$ cat src/rtl/core/lkvc_pkg.sv
// ----------------------------------------------------------------------------
// lkvc_pkg
// shared types and constants for the lru key-value cache
// ----------------------------------------------------------------------------
package lkvc_pkg;

    localparam int FIELD_W = 32;
    localparam int CAP_W   = 5;
    localparam int S_DATA_W = 64;
    localparam int M_DATA_W = 40;

    localparam logic OP_GET = 1'b0;
    localparam logic OP_SET = 1'b1;

    localparam logic [CAP_W-1:0] CAP_RESET = 5'd16;

    // per-update control broadcast to every cell
    typedef struct packed {
        logic commit;
        logic shift;
        logic insert;
    } lkvc_ctrl_t;

endpackage

$ cat src/rtl/core/lkvc_cell.sv
// ----------------------------------------------------------------------------
// lkvc_cell
// one recency slot: holds key, data and valid, compares against the lookup
// key and takes its neighbor's entry when the row shifts
// ----------------------------------------------------------------------------
module lkvc_cell #(
    parameter int INDEX     = 0,
    parameter int IDX_BITS  = 4,
    parameter int KEY_BITS  = 32,
    parameter int DATA_BITS = 32
) (
    input  logic                  aclk,
    input  logic                  aresetn,
    input  lkvc_pkg::lkvc_ctrl_t  ctrl,
    input  logic [IDX_BITS-1:0]   upd_limit,
    input  logic [KEY_BITS-1:0]   cmp_key,
    input  logic [KEY_BITS-1:0]   prev_key,
    input  logic [DATA_BITS-1:0]  prev_data,
    output logic [KEY_BITS-1:0]   key_out,
    output logic [DATA_BITS-1:0]  data_out,
    output logic                  match
);
    import lkvc_pkg::*;

    logic                 valid_reg;
    logic                 valid_next;
    logic [KEY_BITS-1:0]  key_reg;
    logic [DATA_BITS-1:0] data_reg;
    logic                 in_range;
    logic                 load;

    assign in_range = (IDX_BITS'(INDEX) <= upd_limit);
    assign load     = ctrl.commit && ctrl.shift && in_range;

    always_comb begin
        valid_next = valid_reg;
        if (ctrl.commit && ctrl.insert) begin
            valid_next = in_range;
        end
    end

    always_ff @(posedge aclk) begin
        if (!aresetn) begin
            valid_reg <= 1'b0;
        end else begin
            valid_reg <= valid_next;
        end
        if (load) begin
            key_reg  <= prev_key;
            data_reg <= prev_data;
        end
    end

    assign match    = valid_reg && (key_reg == cmp_key);
    assign key_out  = key_reg;
    assign data_out = data_reg;

endmodule

$ cat src/rtl/core/lru_key_value_cache_top.sv
// ----------------------------------------------------------------------------
// lru_key_value_cache_top
// an item is compared, then updated; the update commits only when the output is free
// and registers the result; a new item is taken while idle or as the last one commits
// reset: all entries invalid, fill count zero, capacity 16; no clearing pass
// ----------------------------------------------------------------------------
module lru_key_value_cache_top #(
    parameter int DEPTH     = 16,
    parameter int KEY_BITS  = 32,
    parameter int DATA_BITS = 32
) (
    input  logic                           aclk,
    input  logic                           aresetn,
    input  logic                           cfg_wr_en,
    input  logic [lkvc_pkg::CAP_W-1:0]     cfg_wr_data,   // capacity_limit
    input  logic                           s_tvalid,
    output logic                           s_tready,
    input  logic [lkvc_pkg::S_DATA_W-1:0]  s_tdata,       // lookup_key, store_value
    input  logic                           s_tuser,       // opcode
    output logic                           m_tvalid,
    input  logic                           m_tready,
    output logic [lkvc_pkg::M_DATA_W-1:0]  m_tdata        // hit, read_value, evicted, pad
);
    import lkvc_pkg::*;

    localparam int IW = $clog2(DEPTH);
    localparam int CW = $clog2(DEPTH + 1);
    localparam int EW = (CW > CAP_W) ? CW : CAP_W;
    localparam int KW = (KEY_BITS > FIELD_W) ? KEY_BITS : FIELD_W;
    localparam int DW = (DATA_BITS > FIELD_W) ? DATA_BITS : FIELD_W;
    localparam logic [EW-1:0] DEPTH_E = EW'(DEPTH);

    typedef enum logic [1:0] {
        ST_IDLE,
        ST_CMP,
        ST_UPD
    } state_t;

    state_t               state_reg, state_next;
    logic                 req_op_reg;
    logic [KEY_BITS-1:0]  req_key_reg;
    logic [DATA_BITS-1:0] req_val_reg;
    logic                 hit_reg;
    logic [IW-1:0]        pos_reg;
    logic [DATA_BITS-1:0] hit_data_reg;
    logic [CW-1:0]        fill_reg, fill_next;
    logic [CAP_W-1:0]     cap_reg;
    logic                 m_tvalid_reg, m_tvalid_next;
    logic                 m_hit_reg;
    logic [FIELD_W-1:0]   m_read_reg, m_read_next;
    logic                 m_evict_reg, m_evict_next;

    logic [KW-1:0]        key_wide;
    logic [DW-1:0]        val_wide;
    logic [DW-1:0]        rd_wide;
    logic                 s_accept;
    logic                 out_free;
    logic                 commit;
    lkvc_ctrl_t           ctrl;
    logic [EW-1:0]        cap_e, eff_cap, fill_e, fill_trunc;
    logic                 full;
    logic [IW-1:0]        upd_limit;
    logic [KEY_BITS-1:0]  head_key;
    logic [DATA_BITS-1:0] head_data;

    logic [DEPTH-1:0]     match_vec;
    logic [KEY_BITS-1:0]  cell_key  [DEPTH];
    logic [DATA_BITS-1:0] cell_data [DEPTH];
    logic [IW-1:0]        pos_enc;
    logic [DATA_BITS-1:0] data_sel;

    assign key_wide = KW'(s_tdata[FIELD_W-1:0]);
    assign val_wide = DW'(s_tdata[2*FIELD_W-1:FIELD_W]);
    assign rd_wide  = DW'(hit_data_reg);

    assign out_free = !m_tvalid_reg || m_tready;
    assign commit   = (state_reg == ST_UPD) && out_free;
    assign s_tready = (state_reg == ST_IDLE) || commit;
    assign s_accept = s_tvalid && s_tready;

    // capacity clamp and eviction check
    always_comb begin
        cap_e   = EW'(cap_reg);
        eff_cap = cap_e;
        if (cap_e == '0) begin
            eff_cap = EW'(1);
        end else if (cap_e > DEPTH_E) begin
            eff_cap = DEPTH_E;
        end
        fill_e     = EW'(fill_reg);
        full       = (fill_e >= eff_cap);
        fill_trunc = full ? (eff_cap - EW'(1)) : fill_e;
    end

    assign ctrl.commit = commit;
    assign ctrl.shift  = (req_op_reg == OP_SET) || hit_reg;
    assign ctrl.insert = (req_op_reg == OP_SET) && !hit_reg;
    assign upd_limit   = hit_reg ? pos_reg : fill_trunc[IW-1:0];
    assign head_key    = req_key_reg;
    assign head_data   = (req_op_reg == OP_GET) ? hit_data_reg : req_val_reg;

    genvar gi;
    generate
        for (gi = 0; gi < DEPTH; gi++) begin : g_cell
            logic [KEY_BITS-1:0]  prev_key;
            logic [DATA_BITS-1:0] prev_data;
            if (gi == 0) begin : g_head
                assign prev_key  = head_key;
                assign prev_data = head_data;
            end else begin : g_link
                assign prev_key  = cell_key[gi-1];
                assign prev_data = cell_data[gi-1];
            end
            lkvc_cell #(
                .INDEX     (gi),
                .IDX_BITS  (IW),
                .KEY_BITS  (KEY_BITS),
                .DATA_BITS (DATA_BITS)
            ) u_cell (
                .aclk      (aclk),
                .aresetn   (aresetn),
                .ctrl      (ctrl),
                .upd_limit (upd_limit),
                .cmp_key   (req_key_reg),
                .prev_key  (prev_key),
                .prev_data (prev_data),
                .key_out   (cell_key[gi]),
                .data_out  (cell_data[gi]),
                .match     (match_vec[gi])
            );
        end
    endgenerate

    // keys are unique among valid cells, so at most one match
    always_comb begin
        pos_enc  = '0;
        data_sel = '0;
        for (int i = 0; i < DEPTH; i++) begin
            if (match_vec[i]) begin
                pos_enc  = pos_enc | IW'(i);
                data_sel = data_sel | cell_data[i];
            end
        end
    end

    always_comb begin
        state_next = state_reg;
        case (state_reg)
            ST_IDLE: begin
                if (s_tvalid) begin
                    state_next = ST_CMP;
                end
            end
            ST_CMP: begin
                state_next = ST_UPD;
            end
            ST_UPD: begin
                if (out_free) begin
                    state_next = s_tvalid ? ST_CMP : ST_IDLE;
                end
            end
            default: begin
                state_next = ST_IDLE;
            end
        endcase
    end

    always_comb begin
        fill_next     = fill_reg;
        m_tvalid_next = m_tvalid_reg;
        m_read_next   = '0;
        m_evict_next  = 1'b0;
        if (m_tready) begin
            m_tvalid_next = 1'b0;
        end
        if (commit) begin
            m_tvalid_next = 1'b1;
            if (ctrl.insert) begin
                fill_next    = CW'(fill_trunc + EW'(1));
                m_evict_next = full;
            end
            if (req_op_reg == OP_GET && hit_reg) begin
                m_read_next = rd_wide[FIELD_W-1:0];
            end
        end
    end

    always_ff @(posedge aclk) begin
        if (!aresetn) begin
            state_reg    <= ST_IDLE;
            fill_reg     <= '0;
            cap_reg      <= CAP_RESET;
            m_tvalid_reg <= 1'b0;
        end else begin
            state_reg    <= state_next;
            fill_reg     <= fill_next;
            m_tvalid_reg <= m_tvalid_next;
            if (cfg_wr_en) begin
                cap_reg <= cfg_wr_data;
            end
        end
        if (s_accept) begin
            req_op_reg  <= s_tuser;
            req_key_reg <= key_wide[KEY_BITS-1:0];
            req_val_reg <= val_wide[DATA_BITS-1:0];
        end
        if (state_reg == ST_CMP) begin
            hit_reg      <= |match_vec;
            pos_reg      <= pos_enc;
            hit_data_reg <= data_sel;
        end
        if (commit) begin
            m_hit_reg   <= hit_reg;
            m_read_reg  <= m_read_next;
            m_evict_reg <= m_evict_next;
        end
    end

    assign m_tvalid = m_tvalid_reg;
    assign m_tdata  = {(M_DATA_W - FIELD_W - 2)'(0), m_evict_reg, m_read_reg, m_hit_reg};

`ifndef SYNTHESIS
    a_fill_bound: assert property (@(posedge aclk) disable iff (!aresetn)
        fill_reg <= CW'(DEPTH))
        else $error("fill count beyond depth");

    a_unique_match: assert property (@(posedge aclk) disable iff (!aresetn)
        (state_reg == ST_CMP) |-> $onehot0(match_vec))
        else $error("duplicate key in cell row");

    a_accept_cmp: assert property (@(posedge aclk) disable iff (!aresetn)
        s_accept |=> (state_reg == ST_CMP))
        else $error("accepted item not compared");

    a_evict_miss: assert property (@(posedge aclk) disable iff (!aresetn)
        (m_tvalid_reg && m_evict_reg) |-> !m_hit_reg)
        else $error("eviction on a hit");

    a_read_hit: assert property (@(posedge aclk) disable iff (!aresetn)
        (m_tvalid_reg && (m_read_reg != '0)) |-> m_hit_reg)
        else $error("read value without hit");
`endif

endmodule

$ cat config.mk
export PLATFORM = sky130hd
export DESIGN_NAME = lru_key_value_cache_top
export DESIGN_NICKNAME = d
export VERILOG_FILES = /design/src/rtl/core/lkvc_pkg.sv /design/src/rtl/core/lkvc_cell.sv /design/src/rtl/core/lru_key_value_cache_top.sv
export SDC_FILE = /design/constraint.sdc
export NUM_CORES = 1
export LEC_CHECK = 0
export BUFFER_PORTS_ARGS = -buffer_cell sky130_fd_sc_hd__buf_4
export CAP_MARGIN = 15
export CORE_MARGIN = 2
export CORE_UTILIZATION = 27
export CTS_CLUSTER_SIZE = 28
export DETAILED_ROUTE_END_ITERATION = 16
export GPL_TIMING_DRIVEN = 0
export MAX_ROUTING_LAYER = met4
export PLACE_DENSITY = 0.51
export SLEW_MARGIN = 5
export SYNTH_ARGS = -nofsm -noshare
export SYNTH_HDL_FRONTEND = slang
export SYNTH_SLANG_ARGS = --single-unit
$ cat constraint.sdc
create_clock -name aclk -period 10.3 [get_ports aclk]
set_input_delay 1.03 -clock aclk [delete_from_list [all_inputs] [get_ports aclk]]
set_output_delay 1.03 -clock aclk [all_outputs]
set_load 0.01 [all_outputs]
==> After elaboration in Yosys (flattened, before gate mapping) <==
Index checks and enable logic that the tools add are counted.
{ "word_totals": {"reg_bits": 1189, "inputBits": 75, "word_cells": 210} }
{ "op_classes": {"n_addsub": 2, "order_cmp": 18, "n_eq_ne": 20, "muxes": 38, "bitwise_logic": 16, "reduce_logical": 52} }
{ "op_table": {"columns": ["cell", "n"], "rows": [
  ["two-way mux 32 bit", 17],
  ["== test 32 bit", 16],
  ["bitwise OR 32 bit", 15],
  ["logical AND 1 bit", 38],
  ["<= comparator 4 bit, first input constant", 8],
  ["<= comparator 3 x 4 -> 1 bit, first input constant", 4],
  ["OR reduction 16 bit", 1],
  ["two-way mux 5 bit", 3],
  ["two-way mux 2 bit", 6],
  ["two-way mux 3 bit", 4],
  ["<= comparator 1 x 4 -> 1 bit, first input constant", 2],
  ["<= comparator 2 x 4 -> 1 bit, first input constant", 2],
  ["OR reduction 8 bit", 1],
  ["two-way mux 1 bit", 6],
  ["one-hot mux 2 bit (3 select lines)", 1],
  ["adder 5 x 1 -> 5 bit, second input constant", 1],
  [">= comparator 5 bit", 1],
  ["greater-than comparator 5 bit, second input constant", 1],
  ["zero test 5 bit", 1],
  ["subtractor 5 x 1 -> 5 bit, second input constant", 1],
  ["two-way mux 4 bit", 1],
  ["inequality test 2 bit, second input constant", 2],
  ["AND reduction 2 bit", 2],
  ["OR reduction 4 bit", 1],
  ["other kinds (8)", 11]
]} }

==> Logic depth before layout (Yosys ltp) <==
{ "depth": {"word_depth": 33, "depth_mapped": 14, "ltp_nobuf": 13} }

==> Hierarchy <==
A second synthesis with hierarchy kept.
{ "hier_totals": {"hier_cells": 2546, "area_unflattened_um2": 45849.0} }
{ "by_module_without_submodules": {"columns": ["module", "instances", "cells_each", "area_each_um2"], "rows": [
  ["lru_key_value_cache_top", 1, 709, 8587.0],
  ["lkvc_cell (g_cell[3].u_cell ...)", 2, 115, 2332.2],
  ["lkvc_cell (g_cell[2].u_cell ...)", 2, 115, 2327.2],
  ["lkvc_cell (g_cell[11].u_cell)", 1, 116, 2334.7],
  ["lkvc_cell (g_cell[5].u_cell)", 1, 115, 2334.7],
  ["lkvc_cell (g_cell[10].u_cell)", 1, 114, 2332.2],
  ["lkvc_cell (g_cell[13].u_cell)", 1, 116, 2331.0],
  ["lkvc_cell (g_cell[1].u_cell)", 1, 115, 2331.0],
  ["lkvc_cell (g_cell[14].u_cell)", 1, 115, 2329.7],
  ["lkvc_cell (g_cell[15].u_cell)", 1, 116, 2329.7],
  ["lkvc_cell (g_cell[7].u_cell)", 1, 115, 2328.5],
  ["lkvc_cell (g_cell[12].u_cell)", 1, 114, 2327.2],
  ["lkvc_cell (g_cell[4].u_cell)", 1, 115, 2326.0],
  ["lkvc_cell (g_cell[8].u_cell)", 1, 114, 2323.5],
  ["lkvc_cell (g_cell[0].u_cell)", 1, 112, 2314.7]
]} }

==> Worst setup path after synthesis <==
No wires, ideal clock.
{ "synth_timing": {"kind": "input-to-reg", "from": "input port m_tready", "to": "register g_cell[13].u_cell.data_reg[0] (enable)", "setup_time_ns": 0.565, "arrival_time_ns": 9.398, "required_time_ns": 9.735, "slack_ns": 0.337, "path_stages": 6, "n_path_buf": 0, "cell_sequence": "nor2b_1 > nor2_1 > o21ai_1 > inv_1 > o21ai_2 > nor3_1"} }
{ "synth_between": {"elab_chain_cells": 4} }
{ "synth_lines": {"columns": ["element", "line_no", "source"], "rows": [
  ["from (decl)", "lru_key_value_cache_top.sv:21", "input logic m_tready,"],
  ["logical OR 1 bit", "lru_key_value_cache_top.sv:76", "assign out_free = !m_tvalid_reg || m_tready;"],
  ["logical AND 1 bit", "lru_key_value_cache_top.sv:77", "assign commit = (state_reg == ST_UPD) && out_free;"],
  ["via commit", "lru_key_value_cache_top.sv:58", "logic commit;"],
  ["logical AND 1 bit (2 in series)", "lkvc_cell.sv:33", "assign load = ctrl.commit && ctrl.shift && in_range;"],
  ["via g_cell[13].u_cell.load", "lkvc_cell.sv:30", "logic load;"],
  ["to (signal assigned)", "lkvc_cell.sv:50", "data_reg <= prev_data;"],
  ["to (decl)", "lkvc_cell.sv:28", "logic [DATA_BITS-1:0] data_reg;"]
]} }
The timed path passes the listed nets, and every way through them passes these cells.
A chain may end at the register's enable or synchronous reset.

==> Worst setup path after layout <==
{ "layout_timing": {"from": "register cap_reg[3] (netlist: cap_e[3])", "to": "register g_cell[13].u_cell.key_reg[12] (enable)"} }
{ "layout_between": {"elab_chain_cells": 8} }
{ "layout_lines": {"columns": ["element", "line_no", "source"], "rows": [
  ["from (decl)", "lru_key_value_cache_top.sv:47", "logic [CAP_W-1:0] cap_reg;"],
  ["from (signal assigned)", "lru_key_value_cache_top.sv:199", "cap_reg <= cfg_wr_data;"],
  ["greater-than comparator 5 bit", "lru_key_value_cache_top.sv:87", "end else if (cap_e > DEPTH_E) begin"],
  ["two-way mux 5 bit", "lru_key_value_cache_top.sv:87", null],
  ["two-way mux 5 bit (*)", "lru_key_value_cache_top.sv:85", "if (cap_e == '0) begin"],
  ["subtractor 5 x 1 -> 5 bit / >= comparator 5 bit (equally long branches)", "lru_key_value_cache_top.sv:92, lru_key_value_cache_top.sv:91", null],
  ["two-way mux 5 bit (*)", "lru_key_value_cache_top.sv:92", "fill_trunc = full ? (eff_cap - EW'(1)) : fill_e;"],
  ["two-way mux 4 bit (*)", "lru_key_value_cache_top.sv:98", "assign upd_limit = hit_reg ? pos_reg : fill_trunc[IW-1:0];"],
  ["<= comparator 4 bit (*)", "lkvc_cell.sv:32", "assign in_range = (IDX_BITS'(INDEX) <= upd_limit);"],
  ["logical AND 1 bit (*)", "lkvc_cell.sv:33", null],
  ["via g_cell[13].u_cell.load", "lkvc_cell.sv:30", null],
  ["to (signal assigned)", "lkvc_cell.sv:49", "key_reg <= prev_key;"],
  ["to (decl)", "lkvc_cell.sv:27", "logic [KEY_BITS-1:0] key_reg;"]
]} }
Mark *: on every way through the listed nets, which the timed path passes. The rest lies on a longest branch.

==> metrics <==
Final HPWL DP 128000 um; Layout area overhead 18.5%; Synth Cell Area 48800 um2; final wirelength around 170000 um; PortBufs 109; WP buf/inv 4; crit path kind reg -> reg; Setup-failing EPs final 0; GRT Total Usage between 10% and 20%; post-route setup slack 5.65 ns; core area 179000 um2; Clock Latency Late Sink 0.76 ns; first-pass GRT wire length 236000 um; share of layout cells above drive strength 1 17.0%; Tcrit/Tclk final 45.2%; Worst Path Arrival 5.08 ns; Final Skew 0.0356 ns; row count 155; YS warnings 0; initial antenna violation count 7; CTS tree yes; Nets 3420; Top FF cell, synth edfxtp_1; wire per inst around 30 um; Die ar. 184000 um2; drc violations 0; Post-synth ARST share 0%; worst-margin pin slew approximately 1.3 ns; DR pass1 iterations 6; CP max-delay cell nor3_2; Yosys reg bits 1189; filler instances 17488; Register Area 35400 um2; crit path time final between 4 and 5 ns; antenna-violating nets left 0; TritonCTS buffer count 120; CP Max Fanout 13; sequential fraction of the synthesis area 72.6%; area of the multi-input gates 11600 um2; status finished clean; GR Overflow Total 0; vias in the first global route 29692; Slew Viols, Final 0; hold-fix buffers at CTS 0; gpl congestion 0.970; maxcap violations 0; number of DRC markers in iteration 0 ~3900; pre-CTS WS 5.30 ns; maximum VDD drop 131 uV; PostCTS Resize Cnt 0; worst path cell trace nor3_1 > o21a_1 > ha_1 > nor2b_1 > o21ai_1 > a211oi_1 > a211oi_1 > nor2_1 > buf_2 > nor3_2 > buf_6 > buf_6 > buf_4; Final Cell Area 57800 um2; Max Fclk 0.215 GHz; Hold Vio Cnt, Final 0; clk slew on worst S/H paths approximately 0.070 ns; die width 429 um; CP Capture Type flop; DR vias/cell around 5.2; Syn Area/Cell between 15 and 20 um2; final setup TNS 0 ns; Worst Hold Class reg -> reg; CTS H-tree depth 3; Syn Inst Count roughly 3000; die height 429 um; Pleak ~18 nW; Root Buffer clkbuf_16; Area after DPL 53900 um2; Relative slew margins a little over a tenth; setup bufs post-CTS 0; Max Root-Sink Buffers 3; CP delay by family, top compound AO/OA/AOI/OAI gates; CP required 10.73 ns; Post-synth EDFFs 1160; Worst setup SP type flop; vias 29924; largest net degree at the start of global routing 57; synth unique cells 63; initial core utilization a little over a quarter; RSZ-0062 raised after global routing no; Power Dens Cells 177 nW/um2; Ports 117; critical path's largest stage delay 0.67 ns; clk sinks about 1200
## Yosys cell counts, types with 5 or more instances
cell	number	share of area (%)
and3b_1	32	0.57
nor4_4	5	0.22
and4_1	5	0.090
o2111ai_1	131	2.4
buf_4	26	0.40
inv_1	143	1.1
and2_1	11	0.14
xor2_1	31	0.56
edfxtp_1	1160	71
or4_1	32	0.49
nand2_1	20	0.15
nand3_1	34	0.35
a211oi_1	9	0.14
a21oi_1	26	0.27
buf_2	47	0.48
nor3_2	6	0.12
o22ai_1	5	0.064
ha_1	7	0.18
nand2b_1	7	0.090
nor4_2	16	0.41
buf_6	58	1.3
o21ai_0	11	0.11
clkbuf_1	76	0.59
dfxtp_1	29	1.2
nor2_1	16	0.12
xnor2_1	474	8.5
mux2_2	33	0.76
nor4_1	14	0.18
a31oi_1	6	0.077
o211ai_1	5	0.077
and3_1	8	0.10
nor3_1	11	0.11
nand4_1	487	6.2
## placed cells by master (no fill, tap or decap), drive strengths merged, types with 6 or more instances in the layout
cell | Yosys | layout
and2 | 12 | 12
clkbuf | 76 | 224
nor3 | 17 | 17
o21ai | 14 | 14
a31oi | 6 | 6
xnor2 | 476 | 476
clkinv | 0 | 53
a211oi | 10 | 10
o2111ai | 131 | 131
and3 | 9 | 9
bufinv | 0 | 11
conb | 1 | 6
nor4 | 35 | 35
dfxtp | 29 | 29
buf | 137 | 320
ha | 7 | 7
and4 | 6 | 6
or4 | 32 | 32
diode | 0 | 8
nor2 | 16 | 16
and3b | 32 | 32
inv | 143 | 151
nand3 | 40 | 40
nand4 | 488 | 488
nand2 | 20 | 20
xor2 | 31 | 31
mux2 | 33 | 33
a21oi | 26 | 26
nand2b | 7 | 7
edfxtp | 1160 | 1160
## metrics by stage
stage / hold WS (ns) / util (%) / power (mW) / instances
floorplan: 0.426 / - / 5.71 / 3033
global placement: 0.427 / 29.4 / 5.91 / 5497
detailed placement: 0.433 / 30.1 / 5.92 / 5567
CTS: 0.408 / 32.2 / 10.3 / 5790
global route: 0.441 / 32.3 / 10.5 / 5799
finish: 0.439 / 32.3 / 10.2 / 5802
## final cells by class
type | instances | area share, %
diodes | 8 | 0.0346
plain buffers | 213 | 2.48
clock buffers | 148 | 5.56
clock inverters | 75 | 1.14
inverters | 143 | 0.937
multi-input cells | 1488 | 20.0
flip-flops and latches | 1189 | 61.3
well taps | 2355 | 5.10
repair buffers | 183 | 3.45
## cell families (layout without fill, tap and decap cells)
logic type / count (synthesis) / in the layout / share of synthesized area (%)
flops: 1189 / 1189 / 72.6
fa+ha+maj: 7 / 7 / 0.180
mux: 37 / 37 / 0.844
compound gates: 207 / 207 / 3.34
buf+inv: 356 / 762 / 4.04
xor+xnor: 507 / 507 / 9.16
simple gates: 724 / 724 / 9.80
other cells: 1 / 14 / 0.00769
## worst paths after layout
path	from	endpoint	slack, ns	cells past startpoint
hold / removal	g_cell[9].u_cell.data_out[6]	g_cell[10].u_cell.data_out[6]	0.44	0
setup reg to reg	cap_e[3]	g_cell[13].u_cell.key_out[12]	5.65	13
setup / recovery	cap_e[3]	g_cell[13].u_cell.key_out[12]	5.65	13
hold reg to reg	g_cell[9].u_cell.data_out[6]	g_cell[10].u_cell.data_out[6]	0.44	0
## where the power goes
group / switching [mW] / total [mW] / internal, mW
Clock: 1.96 / 4.44 / 2.48
Combinational: 0.277 / 0.448 / 0.172
Sequential: 0.0384 / 5.36 / 5.32
## routing by layer
| layer | GRT usage [%] | share of wire (%) | vias up |
|---|---|---|---|
| met1 | 23.9 | 40 | 15168 |
| met3 | 4.70 | 9.7 | 379 |
| met5 | - | 0 | - |
| met2 | 29.2 | 46 | 1850 |
| li1 | - | - | 12527 |
| met4 | 7.28 | 3.9 | 0 |
No activity file was read; power rests on OpenSTA's default activity.
